`config.mk`:
```
export PLATFORM = sky130hd
export DESIGN_NAME = wfc_front
export DESIGN_NICKNAME = d
export VERILOG_FILES = /design/src/rtl/core/wfc_pkg.sv /design/src/rtl/core/wfc_front.sv
export SDC_FILE = /design/constraint.sdc
export NUM_CORES = 1
export LEC_CHECK = 0
export ABC_AREA = 1
export BUFFER_PORTS_ARGS = -buffer_cell sky130_fd_sc_hd__buf_2
export CELL_PAD_IN_SITES_DETAIL_PLACEMENT = 0
export CELL_PAD_IN_SITES_GLOBAL_PLACEMENT = 2
export CORE_MARGIN = 2
export CORE_UTILIZATION = 33
export DETAILED_ROUTE_END_ITERATION = 10
export GPL_TIMING_DRIVEN = 1
export PLACE_DENSITY = 0.77
export RECOVER_POWER = 100
export SLEW_MARGIN = 20
export SYNTH_ARGS = -nofsm -noshare
export SYNTH_HDL_FRONTEND = slang
export SYNTH_SLANG_ARGS = --single-unit
```
`constraint.sdc`:
```
create_clock -name i_clk -period 1.7 [get_ports i_clk]
set_input_delay 0.085 -clock i_clk [delete_from_list [all_inputs] [get_ports i_clk]]
set_output_delay 0.085 -clock i_clk [all_outputs]
set_load 0.01 [all_outputs]
```
`src/rtl/core/wfc_pkg.sv`:
```
package wfc_pkg;

    localparam int ENTRIES    = 1024;
    localparam int MAX_WORD   = 60;
    localparam int STOP_WORDS = 64;
    localparam int HEADS      = 1024;
    localparam int WORD_CAP   = MAX_WORD - 1;

    localparam int EIDX_W  = $clog2(ENTRIES);
    localparam int ECNT_W  = EIDX_W + 1;
    localparam int HEAD_W  = EIDX_W + 1;
    localparam int HEAD_AW = $clog2(HEADS);
    localparam int SIDX_W  = $clog2(STOP_WORDS);
    localparam int SCNT_W  = SIDX_W + 1;
    localparam int LEN_W   = $clog2(MAX_WORD);
    localparam int HASH_W  = 10;
    localparam int BC_W    = 11;
    localparam int COUNT_W = 24;
    localparam int DVD_W   = HASH_W + 8;
    localparam int WC_AW   = $clog2(ENTRIES * MAX_WORD);
    localparam int SC_AW   = $clog2(STOP_WORDS * MAX_WORD);

    localparam logic [HEAD_W-1:0]  HEAD_NIL  = '1;
    localparam logic [COUNT_W-1:0] COUNT_MAX = '1;

    localparam logic [1:0] OP_TEXT = 2'd0;
    localparam logic [1:0] OP_STOP = 2'd1;
    localparam logic [1:0] OP_READ = 2'd2;

    localparam logic [3:0] STS_SHORT     = 4'd0;
    localparam logic [3:0] STS_STOP      = 4'd1;
    localparam logic [3:0] STS_INSERTED  = 4'd2;
    localparam logic [3:0] STS_COUNTED   = 4'd3;
    localparam logic [3:0] STS_FULL      = 4'd4;
    localparam logic [3:0] STS_STOP_LOAD = 4'd5;
    localparam logic [3:0] STS_STOP_FULL = 4'd6;
    localparam logic [3:0] STS_READ      = 4'd7;
    localparam logic [3:0] STS_INVALID   = 4'd8;

    typedef enum logic [1:0] {
        CLS_TEXT,
        CLS_STOP,
        CLS_READ,
        CLS_BAD
    } t_cls;

    typedef enum logic [4:0] {
        S_CLEAR,
        S_IDLE,
        S_EXEC,
        S_HASH,
        S_STOP_END,
        S_RD_META,
        S_RD_CHK,
        S_RD_ADDR,
        S_RD_OUT,
        S_FIN,
        S_SL_RD,
        S_SL_CHK,
        S_SC_RD,
        S_SC_CHK,
        S_HEAD_RD,
        S_HEAD_CHK,
        S_WALK,
        S_WL_CHK,
        S_WC_RD,
        S_WC_CHK,
        S_INS,
        S_CP_RD,
        S_CP_WR
    } t_state;

    typedef struct packed {
        logic [1:0] operation;
        logic [7:0] char_code;
        logic       token_end;
        logic [9:0] entry_index;
    } t_item;

    typedef struct packed {
        logic [3:0]  status;
        logic [9:0]  word_index;
        logic [23:0] word_total;
        logic [7:0]  read_char;
        logic        last;
    } t_result;

    typedef struct packed {
        t_cls              cls;
        logic [7:0]        ch;
        logic              tend;
        logic [EIDX_W-1:0] ei;
    } t_cmd;

    typedef struct packed {
        logic clearing;
        logic pop;
    } t_back_ctl;

endpackage

```
`src/rtl/core/wfc_front.sv`:
```
module wfc_front
    import wfc_pkg::*;
(
    input  logic      i_clk,
    input  logic      i_rst_n,
    input  logic      start,
    output logic      busy,
    input  t_item     i_item,
    input  t_back_ctl i_ctl,
    output logic      o_valid,
    output t_cmd      o_cmd
);

    t_cmd       r_q [2];
    logic       r_wp;
    logic       r_rp;
    logic [1:0] r_count;
    logic       w_push;
    logic       w_pop;
    t_cmd       w_cmd;

    always_comb begin
        w_cmd.ch   = i_item.char_code;
        w_cmd.tend = i_item.token_end;
        w_cmd.ei   = i_item.entry_index;
        case (i_item.operation)
            OP_TEXT: w_cmd.cls = CLS_TEXT;
            OP_STOP: w_cmd.cls = CLS_STOP;
            OP_READ: w_cmd.cls = CLS_READ;
            default: w_cmd.cls = CLS_BAD;
        endcase
    end

    assign busy    = (r_count == 2'd2) || i_ctl.clearing;
    assign w_push  = start && !busy;
    assign o_valid = (r_count != 2'd0);
    assign w_pop   = i_ctl.pop && o_valid;
    assign o_cmd   = r_q[r_rp];

    always_ff @(posedge i_clk) begin
        if (w_push) begin
            r_q[r_wp] <= w_cmd;
        end
        if (!i_rst_n) begin
            r_wp    <= 1'b0;
            r_rp    <= 1'b0;
            r_count <= 2'd0;
        end else begin
            if (w_push) begin
                r_wp <= ~r_wp;
            end
            if (w_pop) begin
                r_rp <= ~r_rp;
            end
            r_count <= r_count + 2'(w_push) - 2'(w_pop);
        end
    end

endmodule

```
==> impl_metrics.toml <==
[yosys]
ys_types = 15
synthAdderAreaFrac_pct = 1.34
syn-cell-area_sq_um = 1860
synth.area.mux_share_pct = 16.7
synth_warnings = 0
synth_top_family_by_area = "multiplexers"
synth_compound_area_share_pct = 0.671
synthSimpleGateAreaFrac_pct = 4.63
syn_avg_cell_area_sq_um = 17.6
synthXorXnorAreaFrac_pct = 0
syn_nets = 134
ys_seq_elements = 47
syn_inst = 106
synth_seq_area_share_pct = 73.0

[route]
via_per_inst = 4.18
first_pass_iters = 4
post_drt_wl_per_cell_um = 13.2
route.detailed.drc = 0
drt_iter0_markers = 24
drt.antenna.violating_nets = 0
num_vias = 1073
wirelength_um = 3390

[placement]
placed_area_sq_um = 2210
io_buffers = 48
dp_hpwl_um = 2360
place.gp.congestion = 0.659
dp.cells = 228
dpl_worst_slack_ns = 0.133

[layout]
layout.nets = 212
final_common_cell = "edfxtp_1"
mostFrequentLayoutCells = "edfxtp_1, buf_2, dlygate4sd3_1"
n_antenna_cell = 0
drive_above_1_share_pct = 26.5
fill_cells = 530
syn2layout_area_growth_pct = 30.1
multi_input_area_sq_um = 368
final_util_pct = 44.3
fin_area_sq_um = 2420
final_cells = 257
regArea_sq_um = 1360

[cts]
cts-htree-levels = 2
ctsRootBufferMaster = "clkbuf_8"
clockBufferDepth = 2
clk_pin_slew_worst_paths_ns = 0.08
cts_tree = "done"
clock-sinks = 47
cts_setup_buffers = 0
clkLatencyLatePin_ns = 0.29
cts_made_buffers = 5

[die]
rows = 27
start_util_pct = 34.1
die_w_um = 79.2
fp.dieH_um = 79.2
die_area_sq_um = 6270
io_pins = 49
core_sq_um = 5470

[timing]
fin_crit_sh_pct = 90.4
final-setup-viol-count = 0
slew_headroom_pct = 78.2
fin_crit_ns = 1.54
setup_ws_ns = 0.164
report.final.slew_viol_count = 0
rsz0062_at_grt = "no"
hold_violations = 0
clock_skew_ns = 0.00405
fin_tns_setup_ns = 0
timing.fmax_ghz = 0.651
tightest_slew_ns = 0.327

[pwr]
ir_worst_vdd_uv = 518
p_leak_nw = 0.942
powerDensity_nw_per_um2 = 1180

[worst_setup_path]
ff2ff_setup_slack_ns = 0.18
arrival_ns = 1.45
r2r_cells = 10
critPathRequiredTime_ns = 1.62
cp-end-kind = "primary output"
reg2reg_to = "r_count[1]"
critPathMaxFanout = 12
worstSetupPathType = "flip-flop to primary output"
cp-start-kind = "flip-flop"
worst_r2r_startpoint = "r_count[0]"

[job]
max_cap_viol_count = 0

[hold_path]
hold_path_class = "input port to flip-flop"
worst_hold_path.num_cells = 3
min_from = "i_rst_n"
min_to = "r_count[0]"

[global_route]
first_global_vias = 1183
grt_max_degree = 15
antenna_found_initial = 0
grt_overflow_total = 0
track_usage_pct = 11.4
grt_pass1_wl_um = 5310

[status]
status = "completed"
## sequential cells by signal, indices dropped and copies added, names as in the netlist, named ones only
register,count
r_q,42
r_count,2
r_rp,1
r_wp,1
## Yosys cell counts (all sizes together)
library cell	number	area, sq um
buf	2	22.5
nand3	3	20.0
o21a	1	7.51
a21oi	1	5.00
clkbuf	2	7.51
nand2	10	37.5
dfxtp	5	100
ha	2	25.0
nor2	6	22.5
mux2	21	312
inv	10	37.5
edfxtp	42	1260
nand4	1	6.26
## worst max-delay path by stage
| stage | startpoint | to | slack [ns] | cells past startpoint |
|---|---|---|---|---|
| 6_report | flip-flop | o_cmd[8] | 0.16 | 3 |
| 5_1_grt | r_count[0] | r_count[1] | 0.01 | 10 |
| 4_1_cts | r_count[0] | r_count[1] | 0.12 | 10 |
| 3_5_place_dp | r_count[0] | r_count[1] | 0.13 | 10 |
| 3_3_place_gp | r_count[0] | r_count[1] | 0.23 | 10 |
| 2_1_floorplan | r_count[0] | r_q[0][0] | 0.17 | 4 |
## timing repair
item,in CTS,in global routing
gates resized for setup,0,1
hold endpoints to repair,42,0
hold buffers,21,0
endpoints found under the setup margin,0,1
## power breakdown
group	switching [mW]	internal, mW	total (mW)
Combinational	0.367	0.302	0.669
Clock	0.340	0.430	0.771
Sequential	0.0378	1.38	1.41
Total	0.745	2.11	2.85
## critical path, stage by stage (launching register included)
cell	delay (ns)
dfxtp_1	0.33
clkbuf_2	0.31
mux2_1	0.38
buf_2	0.15
## routing by layer
layer,global-route usage (%),wire length [um],vias up
li1,-,-,535
met4,3.10,38,0
met5,0,0,-
met1,11.4,1400,506
met2,22.1,1780,27
met3,4.09,162,5
## layout make-up
class | instances | area share (%)
sequential | 47 | 56.2
timing repair buffer | 75 | 18.9
multi-input combinational | 45 | 15.2
tap | 72 | 3.72
clock buffer | 5 | 2.84
clock inverter | 3 | 1.60
inverter | 10 | 1.55
## cell families after synthesis
group           after synthesis
flops                        47
buf+inv                      14
compound gates                2
mux                          21
simple gates                 20
fa+ha+maj                     2
## metrics by stage
stage | total power [mW] | hold slack (ns)
after floorplan | 1.97 | 0.178
after global placement | 2.19 | 0.274
after detailed placement | 2.22 | 0.277
after CTS | 3.04 | 0.0145
after global routing | 3.02 | 0.0239
final | 2.85 | 0.0291
No activity file was read; power rests on OpenSTA's default activity.
