## src/rtl/core/wfc_pkg.sv

```systemverilog
package wfc_pkg;

    localparam int ENTRIES    = 1024;
    localparam int MAX_WORD   = 60;
    localparam int STOP_WORDS = 64;
    localparam int HEADS      = 1024;
    localparam int WORD_CAP   = MAX_WORD - 1;

    localparam int EIDX_W  = $clog2(ENTRIES);
    localparam int ECNT_W  = EIDX_W + 1;
    localparam int HEAD_W  = EIDX_W + 1;
    localparam int HEAD_AW = $clog2(HEADS);
    localparam int SIDX_W  = $clog2(STOP_WORDS);
    localparam int SCNT_W  = SIDX_W + 1;
    localparam int LEN_W   = $clog2(MAX_WORD);
    localparam int HASH_W  = 10;
    localparam int BC_W    = 11;
    localparam int COUNT_W = 24;
    localparam int DVD_W   = HASH_W + 8;
    localparam int WC_AW   = $clog2(ENTRIES * MAX_WORD);
    localparam int SC_AW   = $clog2(STOP_WORDS * MAX_WORD);

    localparam logic [HEAD_W-1:0]  HEAD_NIL  = '1;
    localparam logic [COUNT_W-1:0] COUNT_MAX = '1;

    localparam logic [1:0] OP_TEXT = 2'd0;
    localparam logic [1:0] OP_STOP = 2'd1;
    localparam logic [1:0] OP_READ = 2'd2;

    localparam logic [3:0] STS_SHORT     = 4'd0;
    localparam logic [3:0] STS_STOP      = 4'd1;
    localparam logic [3:0] STS_INSERTED  = 4'd2;
    localparam logic [3:0] STS_COUNTED   = 4'd3;
    localparam logic [3:0] STS_FULL      = 4'd4;
    localparam logic [3:0] STS_STOP_LOAD = 4'd5;
    localparam logic [3:0] STS_STOP_FULL = 4'd6;
    localparam logic [3:0] STS_READ      = 4'd7;
    localparam logic [3:0] STS_INVALID   = 4'd8;

    typedef enum logic [1:0] {
        CLS_TEXT,
        CLS_STOP,
        CLS_READ,
        CLS_BAD
    } t_cls;

    typedef enum logic [4:0] {
        S_CLEAR,
        S_IDLE,
        S_EXEC,
        S_HASH,
        S_STOP_END,
        S_RD_META,
        S_RD_CHK,
        S_RD_ADDR,
        S_RD_OUT,
        S_FIN,
        S_SL_RD,
        S_SL_CHK,
        S_SC_RD,
        S_SC_CHK,
        S_HEAD_RD,
        S_HEAD_CHK,
        S_WALK,
        S_WL_CHK,
        S_WC_RD,
        S_WC_CHK,
        S_INS,
        S_CP_RD,
        S_CP_WR
    } t_state;

    typedef struct packed {
        logic [1:0] operation;
        logic [7:0] char_code;
        logic       token_end;
        logic [9:0] entry_index;
    } t_item;

    typedef struct packed {
        logic [3:0]  status;
        logic [9:0]  word_index;
        logic [23:0] word_total;
        logic [7:0]  read_char;
        logic        last;
    } t_result;

    typedef struct packed {
        t_cls              cls;
        logic [7:0]        ch;
        logic              tend;
        logic [EIDX_W-1:0] ei;
    } t_cmd;

    typedef struct packed {
        logic clearing;
        logic pop;
    } t_back_ctl;

endpackage

```

## src/rtl/core/wfc_mod.sv

```systemverilog
module wfc_mod
    import wfc_pkg::*;
(
    input  logic              i_clk,
    input  logic              i_rst_n,
    input  logic              i_start,
    input  logic [DVD_W-1:0]  i_dividend,
    input  logic [BC_W-1:0]   i_divisor,
    output logic              o_done,
    output logic [HASH_W-1:0] o_rem
);

    localparam int STEP_W = $clog2(DVD_W + 1);

    logic              r_busy;
    logic [STEP_W-1:0] r_step;
    logic [DVD_W-1:0]  r_dvd;
    logic [BC_W-1:0]   r_div;
    logic [BC_W-1:0]   r_rem;
    logic              r_done;
    logic [BC_W:0]     w_trial;
    logic [BC_W-1:0]   w_next;

    assign w_trial = {r_rem, r_dvd[DVD_W-1]};
    assign w_next  = (w_trial >= {1'b0, r_div}) ? BC_W'(w_trial - {1'b0, r_div})
                                                : BC_W'(w_trial);

    always_ff @(posedge i_clk) begin
        if (i_start) begin
            r_dvd <= i_dividend;
            r_div <= i_divisor;
            r_rem <= '0;
        end else if (r_busy) begin
            r_dvd <= {r_dvd[DVD_W-2:0], 1'b0};
            r_rem <= w_next;
        end
        if (!i_rst_n) begin
            r_busy <= 1'b0;
            r_step <= '0;
            r_done <= 1'b0;
        end else begin
            r_done <= 1'b0;
            if (i_start) begin
                r_busy <= 1'b1;
                r_step <= STEP_W'(DVD_W - 1);
            end else if (r_busy) begin
                r_step <= r_step - 1'b1;
                if (r_step == '0) begin
                    r_busy <= 1'b0;
                    r_done <= 1'b1;
                end
            end
        end
    end

    assign o_done = r_done;
    assign o_rem  = r_rem[HASH_W-1:0];

    assert property (@(posedge i_clk) disable iff (!i_rst_n) r_busy |-> (r_rem < r_div))
        else $error("remainder not below divisor");
    assert property (@(posedge i_clk) disable iff (!i_rst_n) r_done |-> !r_busy)
        else $error("done raised while still dividing");
    assert property (@(posedge i_clk) disable iff (!i_rst_n) i_start |-> !r_busy)
        else $error("divider restarted while busy");

endmodule

```

## config.mk

```make
export PLATFORM = sky130hd
export DESIGN_NAME = wfc_mod
export DESIGN_NICKNAME = d
export VERILOG_FILES = /design/src/rtl/core/wfc_pkg.sv /design/src/rtl/core/wfc_mod.sv
export SDC_FILE = /design/constraint.sdc
export NUM_CORES = 1
export LEC_CHECK = 0
export BUFFER_PORTS_ARGS = -buffer_cell sky130_fd_sc_hd__buf_2
export CAP_MARGIN = 20
export CORE_MARGIN = 2
export CORE_UTILIZATION = 60
export CTS_CLUSTER_DIAMETER = 150
export DETAILED_ROUTE_END_ITERATION = 6
export PLACE_DENSITY = 0.87
export SETUP_SLACK_MARGIN = 0.1
export SKIP_LAST_GASP = 1
export SYNTH_ARGS = -nofsm -noshare
export SYNTH_HDL_FRONTEND = slang
export SYNTH_SLANG_ARGS = --single-unit
export TNS_END_PERCENT = 50
```

## constraint.sdc

```tcl
create_clock -name i_clk -period 3.44 [get_ports i_clk]
set_input_delay 0.86 -clock i_clk [delete_from_list [all_inputs] [get_ports i_clk]]
set_output_delay 0.86 -clock i_clk [all_outputs]
set_load 0.02 [all_outputs]
```

==> metrics.csv <==
stage;metric;value;unit
critical_path;Slowest-stage cell, CP;or2_1;
grt;first-pass GRT wire length;8.21;mm
floorplan;die width;69.3;um
run;Max-Cap Viols;0;
clocking;latest clock arrival within the worst-skew pair;0.31;ns
critical_path;worst-case reg-to-reg path depth;8;
yosys;count leader, synth;edfxtp_1;
critical_path;cells along the critical path;ha_1, fa_1, nand2b_1, a21oi_2, o2111a_1, or2_1, o31ai_1, a311oi_1;
placed_design;GPL Wtd Cong;0.893;
clocking;TritonCTS buffer count;5;
critical_path;CP Data Arrival Time;2.87;ns
final_layout;Finished Core Util;70.0;%
yosys;count of state elements after synthesis;47;
critical_path;Worst path max stage delay;0.42;ns
yosys;Post-synth EDFFs;29;
timing;setup TNS;0;ns
timing;clk_skew;0.00589;ns
floorplan;Ports;43;
critical_path;R2R Setup Slk;0.79;ns
clocking;deepest clock path buffer count;2;
critical_path;Reg-to-Reg Start;r_div[0];
critical_path;worst-path fanout max;10;
outcome;status;finished clean;
power;Leak;1.25;nW
timing;Fmax achieved;0.377;GHz
yosys;Synth area leaders;edfxtp_1 (34%), dfxtp_1 (14%), mux2_2 (7.9%), ha_1 (5.9%), nor2_1 (3.8%);
route;initial DRC count;112;
clocking;CTS resizes;0;
yosys;Synth Instances;236;
critical_path;Setup crit start kind;register;
floorplan;die height;69.3;um
grt;vias in the first global route;1793;
route;Post-DRT Antenna Nets;0;
route;drt wl/cell;15.2;um
timing;RSZ-0062 raised after global routing;false;
final_layout;Layout Nets;314;
power;pwr/cell area;492;nW/um^2
floorplan;Initial Utilization;63.0;%
floorplan;full die area;4800;um^2
yosys;count of different cell masters after synthesis;47;
route;Vias;1792;
critical_path;WP data required;3.66;ns
timing;worst slew pin tran;0.667;ns
placed_design;Port Buffers;42;
yosys;Netlist Area Pre-Place;2560;um^2
yosys;Synth top area share;34.1;%
final_layout;share of layout cells above drive strength 1;26.7;%
clocking;CTS tree;yes;
yosys;Seq/Total Area, Yosys;48.1;%
timing;Final Hold Fails;0;
route;DRC viols;0;
placed_design;Post-DP HPWL;3.40;mm
grt;grt total ovfl;0;
yosys;Avg Synthesized Cell Area;10.8;um^2
yosys;Post-synth ARST share;0;%
yosys;cell taking the most area after synthesis;edfxtp_1;
yosys;yosys warns;0;
clocking;H-tree levels;2;
timing;setup ws final;0.790;ns
clocking;clock edge transition at the registers on the reported setup and hold paths;0.09;ns
critical_path;WS Path Type;reg -> reg;
route;mean number of vias per cell;5.60;
clocking;post-CTS setup buffers;0;
floorplan;Rows;23;
yosys;synth cell count leaders;edfxtp_1 (29), nor2_1 (26), dfxtp_1 (18), mux2_2 (18), inv_1 (17);
clocking;Sink Count;47;
timing;max_slew headroom;55.5;%
timing;minimum clock period after layout;2.65;ns
critical_path;r2r endpoint;r_rem[7];
grt;met2 usage;37.1;%
critical_path;CP Capture Type;register;
worst_hold_path;HP Class;reg -> reg;
timing;Final Slew Violations;0;
final_layout;ant diodes;0;
power;Power Total;1.40;mW
grt;largest net degree at the start of global routing;40;
worst_hold_path;hold endpoint;r_rem[3];
worst_hold_path;hold_sp;r_rem[3];
grt;GRT met3 Usage;4.94;%
timing;Final Cycle Share;77.0;%
route;total detailed-routing wirelength;4.85;mm
grt;initial antenna violation count;0;
timing;Setup Viol. Count Final;0;
clocking;Clock Tree Root;clkbuf_8;
clocking;CTS Hold Buffers Added;0;
grt;grt peak-use layer;met2;
placed_design;Post-Place Worst Slack;0.828;ns
grt;met1 Track Usage GR;26.7;%
yosys;Most used DFF post-synth;edfxtp_1;
grt;Tot GR Track Use;21.9;%
final_layout;Synth-to-Final Area Change;11.1;%
final_layout;fill count;297;
worst_hold_path;hold path depth;2;
route;Pre-antenna DRT Iters;4;
floorplan;Core Footprint;4060;um^2
yosys;syn_nets;281;
power;Worst VDD drop;304;uV
==> worst max-delay path: cells and delay by family (launching register included) <==
kind,cells,cell delay (ns)
flip-flops,1,0.39
AND/OR/NAND/NOR,2,0.61
adder cells (fa/ha/maj),2,0.64
AO/OA/AOI/OAI,4,0.91
==> worst max path at each step <==
stage	startpoint	end	depth (start not counted)
detailed placement	r_dvd[17]	r_rem[7]	9
global route	r_dvd[17]	r_rem[9]	9
global placement	r_dvd[17]	r_rem[9]	9
CTS	r_div[0]	r_rem[7]	8
floorplan	r_div[0]	r_rem[6]	8
finish	r_div[0]	r_rem[7]	8
==> stage by stage <==
| step | std cells | hold slack (ns) | cell area, um^2 |
|---|---|---|---|
| floorplan | 236 | 0.458 | 2560 |
| global placement | 312 | 0.474 | 2730 |
| detailed placement | 312 | 0.484 | 2730 |
| CTS | 320 | 0.498 | 2840 |
| global route | 320 | 0.520 | 2840 |
| finish | 320 | 0.497 | 2840 |
==> cells in the final DEF, fill, tap and decap left out, drive strengths merged, types with 4 or more instances in the layout <==
cell | Yosys | routed
buf | 13 | 44
edfxtp | 29 | 29
nor2 | 26 | 26
mux2 | 18 | 18
dfxtp | 18 | 18
inv | 17 | 18
nand2 | 12 | 12
ha | 12 | 12
o21ai | 9 | 9
mux2i | 7 | 7
a21oi | 7 | 7
clkbuf | 5 | 5
a21o | 4 | 4
xnor2 | 4 | 4
o21a | 4 | 4
nor3 | 4 | 4
==> state kept, by name, summed over array words and instances, names as in the netlist <==
signal and count:
r_div 11, r_dvd 18, r_rem 11, r_step 5, r_busy 1, o_done 1
==> per-layer routing <==
layer / share of wire (%) / routed length [um]
met1: 42 / 2040
met2: 51 / 2460
met3: 5.3 / 258
met4: 1.9 / 90
met5: 0 / 0
==> report_power, final <==
| group | leakage, nW | internal [mW] | switching [mW] |
|---|---|---|---|
| sequential | 0.437 | 0.654 | 0.0256 |
| clock | 0.0548 | 0.219 | 0.200 |
| combinational | 0.759 | 0.133 | 0.167 |
| total | 1.25 | 1.01 | 0.392 |
==> cell type report <==
type                       count  area (um^2)  share of cell area [%]
sequential                    47         1230                    43.3
tap                           50         62.6                    2.20
inverter                      17         63.8                    2.25
timing repair buffer          44          225                    7.93
clock buffer                   5         68.8                    2.42
clock inverter                 3         46.3                    1.63
multi-input combinational    154         1140                    40.2
==> cells by family after synthesis <==
| logic type | Yosys count | share of synthesized area, % |
|---|---|---|
| buffers and inverters | 35 | 7.19 |
| adder cells (fa/ha/maj) | 13 | 6.65 |
| AO/OA/AOI/OAI | 43 | 11.8 |
| multiplexers | 25 | 10.7 |
| AND/OR/NAND/NOR | 66 | 13.1 |
| XOR/XNOR | 7 | 2.40 |
| flip-flops | 47 | 48.1 |
No activity file was read; power rests on OpenSTA's default activity.
